### config.mk
export PLATFORM = sky130hd
export DESIGN_NAME = tts_cell
export DESIGN_NICKNAME = d
export VERILOG_FILES = /design/src/hdl/tts_pkg.sv /design/src/hdl/tts_cell.sv
export SDC_FILE = /design/constraint.sdc
export NUM_CORES = 1
export LEC_CHECK = 0
export BUFFER_PORTS_ARGS = -buffer_cell sky130_fd_sc_hd__buf_2
export CAP_MARGIN = 15
export CELL_PAD_IN_SITES_DETAIL_PLACEMENT = 0
export CELL_PAD_IN_SITES_GLOBAL_PLACEMENT = 1
export CORE_ASPECT_RATIO = 0.6
export CORE_UTILIZATION = 44
export DETAILED_ROUTE_END_ITERATION = 10
export GPL_TIMING_DRIVEN = 0
export PLACE_DENSITY = 0.95
export SLEW_MARGIN = 20
export SYNTH_ARGS = -nofsm -noshare
export SYNTH_HDL_FRONTEND = slang
export SYNTH_SLANG_ARGS = --single-unit
### constraint.sdc
create_clock -name clk_i -period 14 [get_ports clk_i]
set_input_delay 2.1 -clock clk_i [delete_from_list [all_inputs] [get_ports clk_i]]
set_output_delay 2.1 -clock clk_i [all_outputs]
set_load 0.05 [all_outputs]
### src/hdl/tts_pkg.sv
// Shared types and codes of the timer task scheduler.
package tts_pkg;

  typedef enum logic [1:0] {
    MODE_DUE,
    MODE_FREE,
    MODE_ID
  } mode_e;

  typedef enum logic [1:0] {
    OP_NONE,
    OP_LOAD,
    OP_FIRE,
    OP_FREE
  } op_e;

  localparam logic [1:0] KIND_TICK   = 2'd0;
  localparam logic [1:0] KIND_ONCE   = 2'd1;
  localparam logic [1:0] KIND_REP    = 2'd2;
  localparam logic [1:0] KIND_CANCEL = 2'd3;

  localparam logic [2:0] RES_SCHED    = 3'd0;
  localparam logic [2:0] RES_FULL     = 3'd1;
  localparam logic [2:0] RES_FIRED    = 3'd2;
  localparam logic [2:0] RES_CANCEL   = 3'd3;
  localparam logic [2:0] RES_NOTFOUND = 3'd4;

  localparam logic [30:0] FIRST_ID = 31'd42;
  localparam logic [15:0] PERIOD_RESET = 16'd1000;

  // state broadcast to every cell
  typedef struct packed {
    mode_e        mode;
    logic [63:0]  now;
    logic [30:0]  cid;
    logic [31:0]  icnt;
  } bcast_t;

  // slot contents written on schedule
  typedef struct packed {
    logic [30:0]  id;
    logic [63:0]  target;
    logic [31:0]  period;
    logic [15:0]  tag;
  } load_t;

  // best candidate handed from cell to cell
  typedef struct packed {
    logic         valid;
    logic         rep;
    logic [30:0]  id;
    logic [15:0]  tag;
    logic [63:0]  target;
    logic [31:0]  age;
  } tok_t;

endpackage

### src/hdl/tts_cell.sv
// One timer slot and its stage of the candidate chain.
module tts_cell #(
  parameter int IDX = 0,
  parameter int IW  = 4
) (
  input  logic            clk_i,
  input  logic            rst_ni,
  input  tts_pkg::bcast_t bc_i,
  input  tts_pkg::op_e    op_i,
  input  logic [IW-1:0]   op_idx_i,
  input  tts_pkg::load_t  ld_i,
  input  tts_pkg::tok_t   tok_i,
  input  logic [IW-1:0]   idx_i,
  output tts_pkg::tok_t   tok_o,
  output logic [IW-1:0]   idx_o
);
  import tts_pkg::*;

  logic        busy_q, busy_d;
  logic [30:0] id_q;
  logic [63:0] target_q;
  logic [31:0] period_q;
  logic [15:0] tag_q;
  logic [31:0] order_q;
  logic [31:0] age;
  logic        sel;
  logic        hit;
  tok_t        own;

  assign hit = (op_idx_i == IW'(IDX));
  assign age = bc_i.icnt - order_q;

  always_comb begin
    own.valid  = 1'b1;
    own.rep    = (period_q != 32'd0);
    own.id     = id_q;
    own.tag    = tag_q;
    own.target = target_q;
    own.age    = age;
  end

  always_comb begin
    sel = 1'b0;
    unique case (bc_i.mode)
      MODE_DUE: begin
        sel = busy_q && (target_q <= bc_i.now) &&
              (!tok_i.valid || (target_q < tok_i.target) ||
               ((target_q == tok_i.target) && (age > tok_i.age)));
      end
      MODE_FREE: sel = !busy_q && !tok_i.valid;
      MODE_ID:   sel = busy_q && (id_q == bc_i.cid) && !tok_i.valid;
      default:   sel = 1'b0;
    endcase
  end

  always_comb begin
    busy_d = busy_q;
    if (hit) begin
      case (op_i)
        OP_LOAD: busy_d = 1'b1;
        OP_FIRE: busy_d = (period_q != 32'd0);
        OP_FREE: busy_d = 1'b0;
        default: busy_d = busy_q;
      endcase
    end
  end

  // pass the better candidate on
  always_ff @(posedge clk_i or negedge rst_ni) begin
    if (!rst_ni) begin
      busy_q <= 1'b0;
      tok_o  <= '0;
      idx_o  <= '0;
    end else begin
      busy_q       <= busy_d;
      tok_o.valid  <= sel ? 1'b1       : tok_i.valid;
      tok_o.rep    <= sel ? own.rep    : tok_i.rep;
      tok_o.id     <= sel ? own.id     : tok_i.id;
      tok_o.tag    <= sel ? own.tag    : tok_i.tag;
      tok_o.target <= sel ? own.target : tok_i.target;
      tok_o.age    <= sel ? own.age    : tok_i.age;
      idx_o        <= sel ? IW'(IDX)   : idx_i;
    end
  end

  always_ff @(posedge clk_i) begin
    if (hit && op_i == OP_LOAD) begin
      id_q     <= ld_i.id;
      target_q <= ld_i.target;
      period_q <= ld_i.period;
      tag_q    <= ld_i.tag;
      order_q  <= bc_i.icnt;
    end else if (hit && op_i == OP_FIRE) begin
      target_q <= target_q + {32'd0, period_q};
      order_q  <= bc_i.icnt;
    end
  end

endmodule

==> results.toml, run 1 <==
[cts]
clock_sinks = 325
clock_latency_ps = 530
ctsRootBufferMaster = "clkbuf_16"
numCtsBuffers = 35
post_cts_buffers = 0
cts_resized = 0
cts_max_level = 2
cts_tree = "yes"
clk_pin_slew_ps = 70
clk_path_buf_depth = 3
ctsHoldBuffers = 0

[synth]
synth_nets = 2577
seq_area_frac_synth_pct = 43.72
synth_cell_types = 72
synth_top_family_by_area = "adder cells"
syn_area_per_cell_um2 = 10.73
synthCells = 1920
synth-adder-area-share_pct = 13.92
netlist_area_um2 = 20600
yosys-top-cells-count = "inv_1 (236), ha_1 (226), edfxtp_1 (175), a21oi_1 (153), dfrtp_1 (150)"
ys.flop_type = "edfxtp_1"
async_flop_share_pct = 46.15
synth_xor_xnor_area_share_pct = 4.081
synth-edff-count = 175
synth_area_leaders = "edfxtp_1 (26%), dfrtp_1 (18%), ha_1 (14%)"
synth_top_area_share_pct = 25.50
ys_ff_latch = 325
synth_compound_area_share_pct = 12.91
synth.most_common_cell = "inv_1"
synth_simple_gate_area_share_pct = 10.01
muxShareOfSynthArea_pct = 9.764
yosys.area.top_type = "edfxtp_1"
yosysWarningCount = 0

[sta]
whs_ps = 476.1
slew_viol_final = 0
finalClockSkew_ps = 32.42
setup_tns_ps = 0
slew_headroom_pct = 40.38
timing.final.crit_share_pct = 60.28
max_freq_ghz = 0.1185
hold_viol = 0
tightest_slew_ps = 886.1
setup_violations = 0
rsz0062_at_grt = "false"
fin_crit_ps = 8439

[place]
dp.cells = 3121
gp_congestion = 0.9455
port_buffers = 577
place_area_um2 = 24370
dp_hpwl_um = 56460

[routing]
wl_per_cell_um = 21.91
via_per_inst = 5.473
wl_um = 70120
ant_nets = 0
drc = 0
drt_iter0_drc = 1501
dr.pass1.iters = 8
num_vias = 17515

[power]
vdd_drop_max_v = 0.00009348
p_comb_share_pct = 21.7
power_frac_seq_pct = 41.4
intPower_w = 0.001808
switching_share_pct = 30.07
net-switching-power_w = 0.0007778
p_clk_share_pct = 36.9
power.leakage_nw = 12.47
pwr_density_cell_nw_per_um2 = 101.2

[floorplan]
ioPinCount = 578
core_um2 = 45490
dieArea_um2 = 47730
start_util_pct = 45.29
die_w_um = 281.4
dieHeight_um = 169.6
rows = 60

[run]
maxCapViolCount = 0

[critical_path]
r2r-end = "tok_o[91]"
worst_ep_arrival_time_ps = 8870
cpPeakStageDelay_ps = 730
rr_startpoint = "order_q[0]"
required_ps = 14430
slowest_stage = "a2111oi_0"
start_kind = "input pin"
critPathMaxFanout = 10
path_class = "input pin to flop"
end_kind = "flop"
rr_worst_depth = 23
rrSetupSlack_ps = 6960

[hold_path]
min_path_type = "flop to flop"
hold_depth = 1
holdPathEnd = "tok_o[96]"
min_from = "tag_q[0]"

[grt]
grt_pass1_wl_um = 101600
grt_max_degree = 87
track_usage_pct = 28.47
grt_pass1_vias = 17196
antenna_found_initial = 26
grt_overflow_total = 0

[cells_and_area]
layout.nets = 3195
nFillCells = 4055
synthToLayoutAreaGrowth_pct = 24.03
final_cells = 3200
final_util_pct = 56.17
drive_gt1_share_pct = 31.30
stdcell_area_um2 = 25560

[outcome]
outcome = "complete, no violations"
## worst max-delay path by stage
| stage | from | endpoint | slack [ps] | depth (start not counted) |
|---|---|---|---|---|
| after detailed placement | bc_i[0] | tok_o[91] | 5270 | 25 |
| after floorplan | bc_i[0] | tok_o[101] | 7450 | 23 |
| final | bc_i[0] | tok_o[91] | 5560 | 25 |
| after global placement | bc_i[0] | tok_o[91] | 5290 | 25 |
| after global routing | bc_i[0] | tok_o[91] | 5030 | 25 |
| after CTS | bc_i[0] | tok_o[91] | 5780 | 25 |
## state kept, by name (all words and copies together), names as in the netlist
register,flops
busy_q,1
target_q,64
tag_q,16
period_q,32
id_q,31
order_q,32
idx_o,4
tok_o,145
## placed cells by master (no fill, tap or decap), drive strengths merged, types with 21 or more instances in the layout
cell	n
buf	599
inv	241
ha	226
edfxtp	175
a21oi	154
dfrtp	150
mux2	132
nand2	110
o21ai	91
nor2	80
clkbuf	75
a21o	66
nand4	58
xnor2	51
xor2	45
nand3	39
nor3	25
a211oi	21
## layout make-up
type / count / area [um^2] / area share, %
flip-flops and latches: 325 / 9009 / 35.25
clock inverters: 14 / 135.1 / 0.5288
diodes: 18 / 45.04 / 0.1763
plain buffers: 46 / 266.5 / 1.043
multi-input cells: 1312 / 10450 / 40.88
inverters: 237 / 889.6 / 3.481
repair buffers: 581 / 2985 / 11.68
well taps: 620 / 775.7 / 3.035
clock buffers: 47 / 1003 / 3.927
## critical path: cells and delay by family
kind | cells | cell delay, ps
compound gates | 11 | 3270
simple gates | 4 | 1170
xor+xnor | 1 | 120
fa+ha+maj | 3 | 890
buf+inv | 5 | 980
mux | 1 | 320
## through the flow
step	setup WS [ps]	power (W)
6_report	5561	0.002586
3_3_place_gp	5295	0.001633
3_5_place_dp	5270	0.001646
4_1_cts	5780	0.002603
2_1_floorplan	7454	0.001451
5_1_grt	5031	0.002680
## power groups by stage
| stage | clock network, W | logic (W) | registers [W] |
|---|---|---|---|
| 2_1_floorplan | 0 | 0.000230 | 0.00122 |
| 3_3_place_gp | 0 | 0.000542 | 0.00109 |
| 3_5_place_dp | 0 | 0.000556 | 0.00109 |
| 4_1_cts | 0.000972 | 0.000560 | 0.00107 |
| 5_1_grt | 0.00101 | 0.000599 | 0.00107 |
| 6_report | 0.000955 | 0.000560 | 0.00107 |
## metal layers
metal  vias up  wire [um]  global-route usage, %  share of wire, %
met5         -         47                      0             0.067
met4         6       3019                  11.91               4.3
met3       148       5782                  6.773               8.2
met2       766      32580                  46.43                46
met1      8405      28690                  36.20                41
li1       8190          -                      -                 -
## kinds of logic after synthesis
logic type,Yosys count
flip-flops,325
XOR/XNOR,96
AND/OR/NAND/NOR,411
buffers and inverters,283
multiplexers,150
AO/OA/AOI/OAI,427
adder cells (fa/ha/maj),228
(Power assumes the default switching activity.)
==> run 2: changes to the inputs <==
--- a/config.mk
+++ b/config.mk
@@ -5,15 +5,16 @@
 export SDC_FILE = /design/constraint.sdc
 export NUM_CORES = 1
 export LEC_CHECK = 0
+export ABC_AREA = 1
 export BUFFER_PORTS_ARGS = -buffer_cell sky130_fd_sc_hd__buf_2
 export CAP_MARGIN = 15
 export CELL_PAD_IN_SITES_DETAIL_PLACEMENT = 0
 export CELL_PAD_IN_SITES_GLOBAL_PLACEMENT = 1
 export CORE_ASPECT_RATIO = 0.6
-export CORE_UTILIZATION = 44
+export CORE_UTILIZATION = 39
 export DETAILED_ROUTE_END_ITERATION = 10
 export GPL_TIMING_DRIVEN = 0
-export PLACE_DENSITY = 0.95
+export PLACE_DENSITY = 0.91
 export SLEW_MARGIN = 20
 export SYNTH_ARGS = -nofsm -noshare
 export SYNTH_HDL_FRONTEND = slang
==> constraint.sdc (replaced) <==
create_clock -name clk_i -period 8.8 [get_ports clk_i]
set_input_delay 1.32 -clock clk_i [delete_from_list [all_inputs] [get_ports clk_i]]
set_output_delay 1.32 -clock clk_i [all_outputs]
set_load 0.05 [all_outputs]
==> results.toml, run 2 <==
[routing]
drt_iter0_drc = 2234
via_per_inst = 5.110
wl_um = 86000
ant_nets = 0
wl_per_cell_um = 20.52
dr.pass1.iters = 6
drc = 0
num_vias = 21412

[synth]
seq_area_frac_synth_pct = 41.28
yosys-top-cells-count = "nand2_1 (820), inv_1 (390), nand3_1 (227), ha_1 (226), nor2_1 (187)"
netlist_area_um2 = 21820
ys.flop_type = "edfxtp_1"
synth_nets = 3435
syn_area_per_cell_um2 = 7.856
ys_ff_latch = 325
synth.most_common_cell = "nand2_1"
synthCells = 2778
synth-edff-count = 175
yosys.area.top_type = "edfxtp_1"
synth_top_area_share_pct = 24.08
synth_cell_types = 43
synth_area_leaders = "edfxtp_1 (24%), dfrtp_1 (17%), nand2_1 (14%)"
async_flop_share_pct = 46.15
yosysWarningCount = 0

[sta]
layout_setup_ws_ps = 3230
setup_tns_ps = 0
finalClockSkew_ps = 23.99
fin_crit_ps = 5570
setup_violations = 0
slew_headroom_pct = 24.36
tightest_slew_ps = 1126
slew_viol_final = 0
timing.final.crit_share_pct = 63.30
rsz0062_at_grt = "false"
max_freq_ghz = 0.1795
hold_viol = 0

[critical_path]
cpPeakStageDelay_ps = 480
cpMostUsedCell = "nand2_1"
critPathBufInv = 2
critPathMaxFanout = 10
end_kind = "flop"
path_class = "input pin to flop"
slowest_stage = "a21oi_1"
required_ps = 9310
start_kind = "input pin"
crit_family = "simple AND/OR/NAND/NOR gates"
worst_ep_arrival_time_ps = 6080

[cts]
ctsHoldBuffers = 0
post_cts_buffers = 0
numCtsBuffers = 36
cts_resized = 0
cts_max_level = 2
clk_pin_slew_ps = 70
clock_sinks = 325
cts_tree = "yes"
clk_path_buf_depth = 3
clock_latency_ps = 580
ctsRootBufferMaster = "clkbuf_16"

[cells_and_area]
largest_reg_flops = 145
layout.nets = 4054
multi_input_area_um2 = 11030
final_cell_mix = "nand2_1 (820), buf_2 (581), inv_1 (390)"
nFillCells = 5517
final_common_cell = "nand2_1"
top_regs = "tok_o (145), target_q (64)"
synthToLayoutAreaGrowth_pct = 23.80
drive_gt1_share_pct = 20.09
ff_latch_area_um2 = 9009
top_register = "tok_o"

[power]
vdd_drop_max_v = 0.0001299
pwr_density_cell_nw_per_um2 = 159.5
finalPower_w = 0.004308
net-switching-power_w = 0.001432
intPower_w = 0.002877
switching_share_pct = 33.23
power.leakage_nw = 13.87
power_frac_seq_pct = 40.0
p_comb_share_pct = 22.8
p_clk_share_pct = 37.2

[grt]
track_usage_pct = 29.68
grt_pass1_wl_um = 124500
grt_pass1_vias = 19905
grt_overflow_total = 0
antenna_found_initial = 20
grt_max_degree = 83

[floorplan]
rows = 66
ioPinCount = 578
dieArea_um2 = 56940
die_w_um = 307.4
start_util_pct = 39.86
core_um2 = 54750
dieHeight_um = 185.2

[run]
maxCapViolCount = 0

[hold_path]
min_path_type = "flop to flop"

[place]
dp_hpwl_um = 71380
pre_cts_slack_ps = 2816
port_buffers = 577
gp_congestion = 0.9660

[outcome]
outcome = "complete, no violations"
run 2: path summary, 6_finish.rpt:
kind,endpoint,start,slack [ps],depth (start not counted)
worst max-delay path,tok_o[141],bc_i[5],3230,26
worst min-delay path,tok_o[101],tag_q[5],480,2
worst max register to register,tok_o[141],order_q[5],3770,26
worst min register to register,tok_o[101],tag_q[5],480,2
max in group asynchronous,tok_o[90],rst_ni,7240,2
min in group asynchronous,tok_o[104],rst_ni,670,1
run 2: cell type report:
type / instances / area share (%)
diodes: 17 / 0.1575
plain buffers: 60 / 1.246
multi-input cells: 2001 / 40.81
inverters: 392 / 5.446
clock buffers: 44 / 3.640
well taps: 748 / 3.464
flip-flops and latches: 325 / 33.34
repair buffers: 581 / 11.08
clock inverters: 22 / 0.8197
run 2: cells by family (layout without fill, tap and decap cells):
group | count (synthesis) | in the layout | synth area share (%)
AOI/OAI and AO/OA | 361 | 361 | 9.076
and+or+nand+nor | 1352 | 1352 | 25.84
buffers and inverters | 452 | 1099 | 8.256
adders and majority gates | 228 | 228 | 13.14
xor gates and xnor gates | 60 | 60 | 2.408
DFF | 325 | 325 | 41.28
other | 0 | 17 | 0
run 2: per-layer routing:
layer | GRT usage, % | vias to the layer above | share of wire (%)
li1 | - | 10431 | -
met1 | 43.45 | 9914 | 47
met2 | 43.32 | 950 | 42
met3 | 6.350 | 111 | 9.2
met4 | 9.114 | 6 | 2.3
met5 | 0 | - | 0.051
run 2: power groups by stage:
stage / Clock, W / Combinational, W / Sequential (W)
after floorplan: 0 / 0.000364 / 0.00201
after global placement: 0 / 0.000964 / 0.00175
after detailed placement: 0 / 0.000977 / 0.00175
after CTS: 0.00163 / 0.000982 / 0.00172
after global routing: 0.00168 / 0.00107 / 0.00173
final: 0.00160 / 0.000984 / 0.00172
run 2: through the flow:
| stage | cells | area, um^2 | utilization [%] | hold WS (ps) |
|---|---|---|---|---|
| after global routing | 4185 | 27010 | 49.33 | 492.7 |
| after floorplan | 2778 | 21820 | - | 455.4 |
| after CTS | 4173 | 26980 | 49.27 | 480.2 |
| after detailed placement | 4107 | 25770 | 47.07 | 465.0 |
| final | 4190 | 27020 | 49.35 | 476.3 |
| after global placement | 4103 | 25650 | 46.84 | 461.4 |
run 2: tightest hold or removal path, stage by stage (launching register included):
cell      delay, ps
edfxtp_1        320
nand3_1          70
nand2_1          60
